$ cat config.mk
export PLATFORM = sky130hd
export DESIGN_NAME = presence_valve_controller
export DESIGN_NICKNAME = d
export VERILOG_FILES = /design/src/rtl/pvc_pkg.sv /design/src/rtl/pvc_ctrl.sv /design/src/rtl/pvc_datapath.sv /design/src/rtl/presence_valve_controller.sv
export SDC_FILE = /design/constraint.sdc
export NUM_CORES = 1
export LEC_CHECK = 0
export BUFFER_PORTS_ARGS = -buffer_cell sky130_fd_sc_hd__buf_4
export CAP_MARGIN = 20
export CORE_MARGIN = 2
export CORE_UTILIZATION = 40
export DETAILED_ROUTE_END_ITERATION = 6
export PLACE_DENSITY = 0.63
export SYNTH_ARGS = -nofsm -noshare
export SYNTH_HDL_FRONTEND = slang
export SYNTH_SLANG_ARGS = --single-unit
$ cat constraint.sdc
create_clock -name clock -period 6.95 [get_ports clock]
set_clock_uncertainty 0.15 [all_clocks]
set_input_delay 0.3475 -clock clock [delete_from_list [all_inputs] [get_ports clock]]
set_output_delay 0.3475 -clock clock [all_outputs]
set_load 0.03 [all_outputs]
$ cat src/rtl/pvc_pkg.sv
package pvc_pkg;

   localparam int COUNT_WIDTH_DEFAULT = 16;

   localparam int CFG_WIDTH   = 16;
   localparam int CFG_COUNT   = 8;
   localparam int CSR_IDX_W   = 4;
   localparam int CODE_WIDTH  = 16;
   localparam int REM_WIDTH   = CFG_WIDTH + 1;
   localparam int REQ_DATA_W  = 24;
   localparam int RSP_DATA_W  = 8;

   localparam logic [CSR_IDX_W-1:0] CFG_LOCKOUT    = 4'd0;
   localparam logic [CSR_IDX_W-1:0] CFG_RFLOW      = 4'd1;
   localparam logic [CSR_IDX_W-1:0] CFG_SFLOW      = 4'd2;
   localparam logic [CSR_IDX_W-1:0] CFG_HOLDOFF    = 4'd3;
   localparam logic [CSR_IDX_W-1:0] CFG_BLINK_CYC  = 4'd4;
   localparam logic [CSR_IDX_W-1:0] CFG_BLINK_TGL  = 4'd5;
   localparam logic [CSR_IDX_W-1:0] CFG_PAUSE_CODE = 4'd6;
   localparam logic [CSR_IDX_W-1:0] CFG_FLUSH_CODE = 4'd7;

   localparam logic [CFG_WIDTH-1:0] RST_LOCKOUT    = 16'd300;
   localparam logic [CFG_WIDTH-1:0] RST_RFLOW      = 16'd500;
   localparam logic [CFG_WIDTH-1:0] RST_SFLOW      = 16'd300;
   localparam logic [CFG_WIDTH-1:0] RST_HOLDOFF    = 16'd500;
   localparam logic [CFG_WIDTH-1:0] RST_BLINK_CYC  = 16'd50;
   localparam logic [CFG_WIDTH-1:0] RST_BLINK_TGL  = 16'd25;
   localparam logic [CFG_WIDTH-1:0] RST_PAUSE_CODE = 16'd16575;
   localparam logic [CFG_WIDTH-1:0] RST_FLUSH_CODE = 16'd5865;

   localparam logic [1:0] BLINKS_ENTER = 2'd3;
   localparam logic [1:0] BLINKS_LEAVE = 2'd2;
   localparam logic [1:0] BLINKS_FLUSH = 2'd1;

   typedef struct packed {
      logic capture;
      logic step;
      logic commit;
   } pvc_cmd_type;

   typedef struct packed {
      logic slot_free;
   } pvc_sts_type;

endpackage

$ cat src/rtl/pvc_ctrl.sv
module pvc_ctrl #(
   parameter int COUNT_WIDTH = pvc_pkg::COUNT_WIDTH_DEFAULT
) (
   input  logic                 clock,
   input  logic                 reset,
   input  logic                 req_tvalid,
   output logic                 req_tready,
   input  pvc_pkg::pvc_sts_type sts,
   output pvc_pkg::pvc_cmd_type cmd
);

   localparam int STEP_W = $clog2(COUNT_WIDTH);
   localparam logic [STEP_W-1:0] STEP_LAST = STEP_W'(COUNT_WIDTH - 1);

   localparam logic [1:0] ST_IDLE = 2'd0;
   localparam logic [1:0] ST_DIV  = 2'd1;
   localparam logic [1:0] ST_DONE = 2'd2;

   logic [1:0]        state_ff, state_in;
   logic [STEP_W-1:0] step_ff, step_in;

   assign req_tready = (state_ff == ST_IDLE);

   always_comb begin
      state_in    = state_ff;
      step_in     = step_ff;
      cmd.capture = 1'b0;
      cmd.step    = 1'b0;
      cmd.commit  = 1'b0;
      case (state_ff)
         ST_IDLE: begin
            step_in = '0;
            if (req_tvalid) begin
               cmd.capture = 1'b1;
               state_in    = ST_DIV;
            end
         end
         ST_DIV: begin
            cmd.step = 1'b1;
            step_in  = step_ff + 1'b1;
            if (step_ff == STEP_LAST) begin
               state_in = ST_DONE;
            end
         end
         ST_DONE: begin
            if (sts.slot_free) begin
               cmd.commit = 1'b1;
               state_in   = ST_IDLE;
            end
         end
         default: begin
            state_in = ST_IDLE;
         end
      endcase
   end

   always_ff @(posedge clock) begin
      if (reset) begin
         state_ff <= ST_IDLE;
         step_ff  <= '0;
      end else begin
         state_ff <= state_in;
         step_ff  <= step_in;
      end
   end

   a_capture_starts_div: assert property (@(posedge clock) disable iff (reset)
      cmd.capture |=> (state_ff == ST_DIV) && (step_ff == '0))
      else $error("capture did not start the remainder pass");

   a_div_runs_full: assert property (@(posedge clock) disable iff (reset)
      (state_ff == ST_DIV) && (step_ff != STEP_LAST) |=> (state_ff == ST_DIV))
      else $error("remainder pass ended early");

endmodule

$ cat src/rtl/pvc_datapath.sv
module pvc_datapath #(
   parameter int COUNT_WIDTH = pvc_pkg::COUNT_WIDTH_DEFAULT
) (
   input  logic                                  clock,
   input  logic                                  reset,
   input  logic                                  req_code_valid,
   input  logic [pvc_pkg::CODE_WIDTH-1:0]        req_remote_code,
   input  logic                                  req_presence,
   input  logic                                  csr_we,
   input  logic [pvc_pkg::CSR_IDX_W-1:0]         csr_index,
   input  logic [pvc_pkg::CFG_WIDTH-1:0]         csr_data,
   input  pvc_pkg::pvc_cmd_type                  cmd,
   output pvc_pkg::pvc_sts_type                  sts,
   input  logic                                  rsp_tready,
   output logic                                  rsp_tvalid,
   output logic                                  rsp_valve_open,
   output logic                                  rsp_led_on,
   output logic                                  rsp_paused
);

   localparam int CW = COUNT_WIDTH;
   localparam int FW = pvc_pkg::CFG_WIDTH;
   localparam int RW = pvc_pkg::REM_WIDTH;
   localparam logic [31:0] CNT_MAX = 32'((64'd1 << CW) - 64'd1);

   function automatic logic [CW-1:0] sat_load(input logic [FW-1:0] v);
      logic [31:0] w;
      w = 32'(v);
      if (w > CNT_MAX) begin
         sat_load = '1;
      end else begin
         sat_load = w[CW-1:0];
      end
   endfunction

   logic [FW-1:0] cfg_lockout_ff, cfg_rflow_ff, cfg_sflow_ff, cfg_holdoff_ff;
   logic [FW-1:0] cfg_blink_cyc_ff, cfg_blink_tgl_ff, cfg_pause_code_ff, cfg_flush_code_ff;

   logic                             code_valid_ff;
   logic [pvc_pkg::CODE_WIDTH-1:0]   code_ff;
   logic                             presence_ff;

   logic [CW-1:0] quo_ff, quo_in;
   logic [RW-1:0] rem_ff, rem_in;
   logic [RW-1:0] rem_shift;

   logic [CW-1:0] since_ff, since_in;
   logic          pause_ff, pause_in;
   logic [1:0]    blinks_ff, blinks_in;
   logic [CW-1:0] blink_rem_ff, blink_rem_in;
   logic          led_ff, led_in;
   logic [CW-1:0] flow_ff, flow_in;
   logic [CW-1:0] hold_ff, hold_in;

   logic          rsp_valid_ff, rsp_valid_in;
   logic [2:0]    rsp_data_ff, rsp_data_in;

   logic [CW-1:0] since_inc;
   logic          cmd_ok, pause_hit, flush_hit;
   logic [1:0]    blinks_a;
   logic [CW-1:0] flow_a, flow_b, hold_a;
   logic          valve;

   always_ff @(posedge clock) begin
      if (reset) begin
         cfg_lockout_ff    <= pvc_pkg::RST_LOCKOUT;
         cfg_rflow_ff      <= pvc_pkg::RST_RFLOW;
         cfg_sflow_ff      <= pvc_pkg::RST_SFLOW;
         cfg_holdoff_ff    <= pvc_pkg::RST_HOLDOFF;
         cfg_blink_cyc_ff  <= pvc_pkg::RST_BLINK_CYC;
         cfg_blink_tgl_ff  <= pvc_pkg::RST_BLINK_TGL;
         cfg_pause_code_ff <= pvc_pkg::RST_PAUSE_CODE;
         cfg_flush_code_ff <= pvc_pkg::RST_FLUSH_CODE;
      end else if (csr_we) begin
         case (csr_index)
            pvc_pkg::CFG_LOCKOUT:    cfg_lockout_ff    <= csr_data;
            pvc_pkg::CFG_RFLOW:      cfg_rflow_ff      <= csr_data;
            pvc_pkg::CFG_SFLOW:      cfg_sflow_ff      <= csr_data;
            pvc_pkg::CFG_HOLDOFF:    cfg_holdoff_ff    <= csr_data;
            pvc_pkg::CFG_BLINK_CYC:  cfg_blink_cyc_ff  <= csr_data;
            pvc_pkg::CFG_BLINK_TGL:  cfg_blink_tgl_ff  <= csr_data;
            pvc_pkg::CFG_PAUSE_CODE: cfg_pause_code_ff <= csr_data;
            pvc_pkg::CFG_FLUSH_CODE: cfg_flush_code_ff <= csr_data;
            default: begin
            end
         endcase
      end
   end

   always_ff @(posedge clock) begin
      if (cmd.capture) begin
         code_valid_ff <= req_code_valid;
         code_ff       <= req_remote_code;
         presence_ff   <= req_presence;
      end
   end

   assign rem_shift = {rem_ff[RW-2:0], quo_ff[CW-1]};

   always_comb begin
      quo_in = quo_ff;
      rem_in = rem_ff;
      if (cmd.capture) begin
         quo_in = blink_rem_ff;
         rem_in = '0;
      end else if (cmd.step) begin
         quo_in = {quo_ff[CW-2:0], 1'b0};
         if (rem_shift >= RW'(cfg_blink_tgl_ff)) begin
            rem_in = rem_shift - RW'(cfg_blink_tgl_ff);
         end else begin
            rem_in = rem_shift;
         end
      end
   end

   always_ff @(posedge clock) begin
      quo_ff <= quo_in;
      rem_ff <= rem_in;
   end

   always_comb begin
      since_in     = since_ff;
      pause_in     = pause_ff;
      blinks_in    = blinks_ff;
      blink_rem_in = blink_rem_ff;
      led_in       = led_ff;
      flow_in      = flow_ff;
      hold_in      = hold_ff;

      since_inc = (since_ff != '1) ? CW'(since_ff + 1'b1) : since_ff;
      cmd_ok    = code_valid_ff && (32'(since_inc) > 32'(cfg_lockout_ff));
      pause_hit = cmd_ok && (code_ff == cfg_pause_code_ff);
      flush_hit = cmd_ok && !pause_hit && (code_ff == cfg_flush_code_ff);

      blinks_a = blinks_ff;
      flow_a   = flow_ff;
      if (pause_hit) begin
         blinks_a = pause_ff ? pvc_pkg::BLINKS_LEAVE : pvc_pkg::BLINKS_ENTER;
      end else if (flush_hit) begin
         blinks_a = pvc_pkg::BLINKS_FLUSH;
         flow_a   = sat_load(cfg_rflow_ff);
      end

      valve  = (flow_a != '0);
      flow_b = valve ? CW'(flow_a - 1'b1) : flow_a;
      hold_a = (hold_ff != '0) ? CW'(hold_ff - 1'b1) : hold_ff;

      if (cmd.commit) begin
         since_in  = (pause_hit || flush_hit) ? '0 : since_inc;
         pause_in  = pause_ff ^ pause_hit;
         blinks_in = blinks_a;
         if (blink_rem_ff != '0) begin
            if ((cfg_blink_tgl_ff != '0) && (rem_ff == '0)) begin
               led_in = ~led_ff;
            end
            blink_rem_in = CW'(blink_rem_ff - 1'b1);
         end else begin
            if (blinks_a != 2'd0) begin
               blinks_in    = blinks_a - 2'd1;
               blink_rem_in = sat_load(cfg_blink_cyc_ff);
            end
            led_in = 1'b0;
         end
         if (!pause_in && presence_ff && (hold_a == '0)) begin
            flow_in = sat_load(cfg_sflow_ff);
            hold_in = sat_load(cfg_holdoff_ff);
         end else begin
            flow_in = flow_b;
            hold_in = hold_a;
         end
      end
   end

   assign sts.slot_free = !rsp_valid_ff || rsp_tready;

   always_comb begin
      rsp_valid_in = rsp_valid_ff;
      rsp_data_in  = rsp_data_ff;
      if (rsp_tready) begin
         rsp_valid_in = 1'b0;
      end
      if (cmd.commit) begin
         rsp_valid_in = 1'b1;
         rsp_data_in  = {pause_in, led_in, valve};
      end
   end

   always_ff @(posedge clock) begin
      if (reset) begin
         since_ff     <= '0;
         pause_ff     <= 1'b0;
         blinks_ff    <= 2'd0;
         blink_rem_ff <= '0;
         led_ff       <= 1'b0;
         flow_ff      <= '0;
         hold_ff      <= '0;
         rsp_valid_ff <= 1'b0;
      end else begin
         since_ff     <= since_in;
         pause_ff     <= pause_in;
         blinks_ff    <= blinks_in;
         blink_rem_ff <= blink_rem_in;
         led_ff       <= led_in;
         flow_ff      <= flow_in;
         hold_ff      <= hold_in;
         rsp_valid_ff <= rsp_valid_in;
      end
      rsp_data_ff <= rsp_data_in;
   end

   assign rsp_tvalid     = rsp_valid_ff;
   assign rsp_valve_open = rsp_data_ff[0];
   assign rsp_led_on     = rsp_data_ff[1];
   assign rsp_paused     = rsp_data_ff[2];

   a_commit_shows_rsp: assert property (@(posedge clock) disable iff (reset)
      cmd.commit |=> rsp_valid_ff && (rsp_data_ff[2] == pause_ff))
      else $error("commit did not load the result register");

   a_rem_in_range: assert property (@(posedge clock) disable iff (reset)
      cmd.commit && (cfg_blink_tgl_ff != '0) |-> (rem_ff < RW'(cfg_blink_tgl_ff)))
      else $error("remainder not reduced below toggle period");

endmodule

$ cat src/rtl/presence_valve_controller.sv
// Channel  Direction  Handshake            Payload
// req      in         req_tvalid/tready    tuser: code_valid; tdata: remote_code, presence
// rsp      out        rsp_tvalid/tready    tdata: valve_open, led_on, paused
// csr      in         csr_valid/csr_ready  csr_index, csr_data
//
// A transaction is captured, then runs COUNT_WIDTH steps of the bit-serial remainder unit
// for the LED toggle test, then commits. A new req transaction is taken once the previous
// one commits, while its result may still wait in the rsp register; commit stalls only
// while that register is full and not taken. Reset is synchronous, active high, and loads
// the register defaults; csr is always ready.
module presence_valve_controller #(
   parameter int COUNT_WIDTH = pvc_pkg::COUNT_WIDTH_DEFAULT
) (
   input  logic                              clock,
   input  logic                              reset,
   input  logic                              req_tvalid,
   output logic                              req_tready,
   input  logic                              req_tuser,  // [0] code_valid
   input  logic [pvc_pkg::REQ_DATA_W-1:0]    req_tdata,  // [15:0] remote_code, [16] presence
   output logic                              rsp_tvalid,
   input  logic                              rsp_tready,
   output logic [pvc_pkg::RSP_DATA_W-1:0]    rsp_tdata,  // [0] valve_open, [1] led_on, [2] paused
   input  logic                              csr_valid,
   output logic                              csr_ready,
   input  logic [pvc_pkg::CSR_IDX_W-1:0]     csr_index,
   input  logic [pvc_pkg::CFG_WIDTH-1:0]     csr_data
);

   pvc_pkg::pvc_cmd_type cmd;
   pvc_pkg::pvc_sts_type sts;
   logic                 valve_open, led_on, paused;

   assign csr_ready = 1'b1;

   pvc_ctrl #(
      .COUNT_WIDTH(COUNT_WIDTH)
   ) u_ctrl (
      .clock      (clock),
      .reset      (reset),
      .req_tvalid (req_tvalid),
      .req_tready (req_tready),
      .sts        (sts),
      .cmd        (cmd)
   );

   pvc_datapath #(
      .COUNT_WIDTH(COUNT_WIDTH)
   ) u_datapath (
      .clock           (clock),
      .reset           (reset),
      .req_code_valid  (req_tuser),
      .req_remote_code (req_tdata[pvc_pkg::CODE_WIDTH-1:0]),
      .req_presence    (req_tdata[pvc_pkg::CODE_WIDTH]),
      .csr_we          (csr_valid && csr_ready),
      .csr_index       (csr_index),
      .csr_data        (csr_data),
      .cmd             (cmd),
      .sts             (sts),
      .rsp_tready      (rsp_tready),
      .rsp_tvalid      (rsp_tvalid),
      .rsp_valve_open  (valve_open),
      .rsp_led_on      (led_on),
      .rsp_paused      (paused)
   );

   assign rsp_tdata = {(pvc_pkg::RSP_DATA_W - 3)'(0), paused, led_on, valve_open};

endmodule

==> results list <==
* Register share of total power: 0.413
* Biggest fanout along the worst timing path: 9
* Sequential cell area fraction in the yosys report: 0.4063
- Area added between synthesis and finish: 13.68%
- Worst flop-to-flop path endpoint: u_datapath.flow_ff[7]
* Arrival time of data at the critical path endpoint: between 6 and 7 ns
- Of the total power, the clock network draws 0.394.
- The first global-routing pass estimated around 58000 um of wire.
- Placed cell areas: ~14000 um2
* Start of the worst register-to-register path: u_datapath.since_ff[4]
* Synthesis-stage register bit count: ~260
* Pwr Total: around 4 mW
- # IOs: 61
- Headroom to the max-slew limit came out at 0.3492.
* Root cell of the clock tree: sky130_fd_sc_hd__clkbuf_16
- Initial Utilization: 0.4058
* Final instance area: ~15000 um2
- The floorplan step set the die width to about 190 um.
* Final layout net count: 1777
- Critical hold path startpoint: reset
* Worst reg-to-reg setup slack: around 0.97 ns
* Length in cells of the worst reg-to-reg path: 22
- Final slew viol count: 0
* Total half-perimeter wirelength after legalization and detailed placement: 23720 um
* Element type at the critical path end: flop
- Hold/Removal Path Class: input port to flop
- Max-cap violation count: 0
* Data required time at the worst endpoint: roughly 7.3 ns
- Synth cell types: 80
* Number of flops mapped to enable cells by yosys: 37
- Sum of negative setup slack: 0 ns
- In the routed design, unresolved DRC markers number 0.
* Level count of the clock H-tree: 1
* Cell row count: between 60 and 70
* Final worst slack: ~1 ns
- The worst hold path passes through 2 cells.
* Final non-filler cell total: ~2200
- Flip-flop count of the largest register, all copies and words added: 17
- Clock Pin Slew Worst Setup and Hold Paths: roughly 0.060 ns
- Slew of the pin with the lowest slew margin: between 0.9 and 1 ns
- RSZ-0062 raised after global routing: no
- Aggregate global routing overflow: 0
- In the synthesized netlist the dominant register cell turns out to be sky130_fd_sc_hd__dfxtp_1.
* Cells after Synth: ~1700
* Latest clock arrival within the worst-skew pair: roughly 0.57 ns
- Clock tree synthesis found a total of ~260 sinks.
* Total standard cell area after synthesis: between 10000 and 15000 um2
- Dividing the synthesized area by the synthesized cell count gives between 8 and 9 um2.
* Warnings from Yosys: 0
* Leakage component of the power: just under 6 nW
* Worst hold slack after final layout: roughly 0.16 ns
* Highest Clock Rate: around 170 MHz
- Number of search-and-repair iterations in the first detailed-routing pass: 5
* Sw Share: 0.2830
- Measured along the y axis, the die boundary spans 188.2 um.
- Global placement routability congestion: a little under 0.9
- After detailed routing, the average wire length per cell comes to 16.49 um.
* Maximum number of pins on one net before global-route repair: 112
- Internal portion of total power: around 2.8 mW
* Number of antenna-violating nets in the routed design: 0
- Post-route core utilization: 0.4613
- The number of antenna violations at the first check in global routing came to 0.
* Run status: finished clean
* Number of vias in the routed layout: 11760
- The floorplan step defined a die boundary enclosing between 30000 and 40000 um2.
* Critical path startpoint category: flop
* Critical path start-end classification: flop to flop
- In the final layout, the share of cells above drive strength 1 is 0.09421.
* Antenna diode count: 0
* Vias per cell: 5.452
- The share of total power dissipated in combinational logic is 0.193.
- Proportion of synthesized flip-flops having asynchronous set or reset: 0
* Power per cell area: roughly 260 nW/um2
- The worst path needs approximately 6 ns of the cycle, external delays included.
* Number of failing setup endpoints in the final timing report: 0
- Including well taps, the total number of placed cells is ~2100.
- The top cell types in the final layout, fill and taps aside, are sky130_fd_sc_hd__nand2_1, sky130_fd_sc_hd__dfxtp_1, sky130_fd_sc_hd__a21oi_1.
- Via count of the first global-routing pass: approximately 11000
- The core region is around 33000 um2.
* End of the worst hold path: u_datapath.cfg_flush_code_ff[13]
- In this run the deepest clock path goes through 3 buffers.
- Worst setup slack after placement: about 1.0 ns
- After the first detailed-routing iteration, the DRC count stood at slightly above 900.
- I/O Buffers: 47
* Global-route usage over all layers: 0.1998
* Clock tree from TritonCTS: built
- Across the VDD grid, the largest voltage drop is between 150 and 200 uV.
- TritonCTS buffer count: 28
* Net switching power: around 1.1 mW
- Total length of routed wires: around 36000 um
- Largest reg by FF count: u_datapath.rem_ff
- Tcrit/Tclk final: 0.8603
* Number of endpoints with negative hold slack in the final report: 0
- Leaving out fill and tap cells, the most frequent cell in the layout is sky130_fd_sc_hd__nand2_1.
## cells in the mapped netlist, types with 24 or more instances
library cell | number | area [um2]
sky130_fd_sc_hd__a211oi_1 | 29 | 217.7
sky130_fd_sc_hd__a21oi_1 | 167 | 835.8
sky130_fd_sc_hd__buf_4 | 27 | 202.7
sky130_fd_sc_hd__clkbuf_1 | 74 | 277.8
sky130_fd_sc_hd__dfxtp_1 | 220 | 4404
sky130_fd_sc_hd__edfxtp_1 | 37 | 1111
sky130_fd_sc_hd__ha_1 | 39 | 488.0
sky130_fd_sc_hd__inv_1 | 51 | 191.4
sky130_fd_sc_hd__mux2_2 | 24 | 270.3
sky130_fd_sc_hd__nand2_1 | 329 | 1235
sky130_fd_sc_hd__nand3_1 | 31 | 155.2
sky130_fd_sc_hd__nand3b_1 | 50 | 375.4
sky130_fd_sc_hd__nor2_1 | 130 | 488.0
sky130_fd_sc_hd__nor3_1 | 41 | 205.2
sky130_fd_sc_hd__nor4_1 | 30 | 187.7
sky130_fd_sc_hd__o21ai_0 | 70 | 350.3
sky130_fd_sc_hd__xnor2_1 | 34 | 297.8
sky130_fd_sc_hd__xor2_1 | 33 | 289.0
## layer usage
layer | vias up | part of all wire | GRT usage
met5 | - | 0 | 0
met4 | 0 | 0.017 | 0.04240
met3 | 43 | 0.054 | 0.03204
met2 | 282 | 0.45 | 0.3264
met1 | 5559 | 0.48 | 0.2786
li1 | 5875 | - | -
## repair_timing
item,in CTS,in global routing
endpoints found under the hold margin,135,0
gates resized for setup,0,0
setup endpoints to repair,0,0
hold buffers,36,0
setup buffers,0,0
## worst max path at each step
stage,cells after the start,end,startpoint,slack (ns)
2_1_floorplan,25,u_datapath.flow_ff[2],u_datapath.since_ff[4],0.87
6_report,22,u_datapath.flow_ff[7],u_datapath.since_ff[4],0.97
3_3_place_gp,22,u_datapath.flow_ff[7],u_datapath.since_ff[4],1.17
4_1_cts,22,u_datapath.flow_ff[7],u_datapath.since_ff[4],1.02
3_5_place_dp,22,u_datapath.flow_ff[7],u_datapath.since_ff[4],1.03
5_1_grt,21,u_datapath.flow_ff[7],u_datapath.since_ff[4],0.48
## power by group through the flow
stage / combinational, mW / sequential [mW] / clock [mW]
finish: 0.766 / 1.64 / 1.56
global route: 0.864 / 1.65 / 1.65
CTS: 0.767 / 1.64 / 1.59
detailed placement: 0.748 / 1.67 / 0
global placement: 0.737 / 1.67 / 0
floorplan: 0.593 / 1.65 / 0
## final cells by class
class / instances / area [um2]
flip-flops and latches: 257 / 5515
clock inverters: 18 / 221.5
multi-input cells: 1249 / 7335
clock buffers: 34 / 754.5
inverters: 52 / 195.2
well taps: 448 / 560.5
repair buffers: 99 / 849.6
fillers: 3255 / 18020
## kinds of logic after synthesis
group / after synthesis / share of synthesized area
flops: 257 / 0.4063
simple gates: 716 / 0.2519
other cells: 2 / 0.0005533
fa+ha+maj: 40 / 0.03742
xor+xnor: 67 / 0.04323
buf+inv: 166 / 0.05540
mux: 43 / 0.03484
compound gates: 377 / 0.1703
## critical path, stage by stage (launching register included)
cell and delay (ns):
sky130_fd_sc_hd__dfxtp_1 0.37, sky130_fd_sc_hd__and4_1 0.19, sky130_fd_sc_hd__and2_1 0.22, sky130_fd_sc_hd__nand3_1 0.19, sky130_fd_sc_hd__nor4_2 0.05, sky130_fd_sc_hd__buf_4 0.17
sky130_fd_sc_hd__nor3_1 0.47, sky130_fd_sc_hd__and4_1 0.28, sky130_fd_sc_hd__xor2_1 0.23, sky130_fd_sc_hd__ha_1 0.22, sky130_fd_sc_hd__nand4_1 0.16, sky130_fd_sc_hd__a2111o_1 0.44
sky130_fd_sc_hd__a31o_2 0.30, sky130_fd_sc_hd__nor2_2 0.16, sky130_fd_sc_hd__mux2i_1 0.30, sky130_fd_sc_hd__ha_1 0.40, sky130_fd_sc_hd__nand3_1 0.13, sky130_fd_sc_hd__or2_2 0.35
sky130_fd_sc_hd__nor2_1 0.24, sky130_fd_sc_hd__mux2_2 0.30, sky130_fd_sc_hd__o21ai_0 0.12, sky130_fd_sc_hd__a211oi_1 0.33, sky130_fd_sc_hd__a21oi_1 0.11
(Power assumes the default switching activity.)
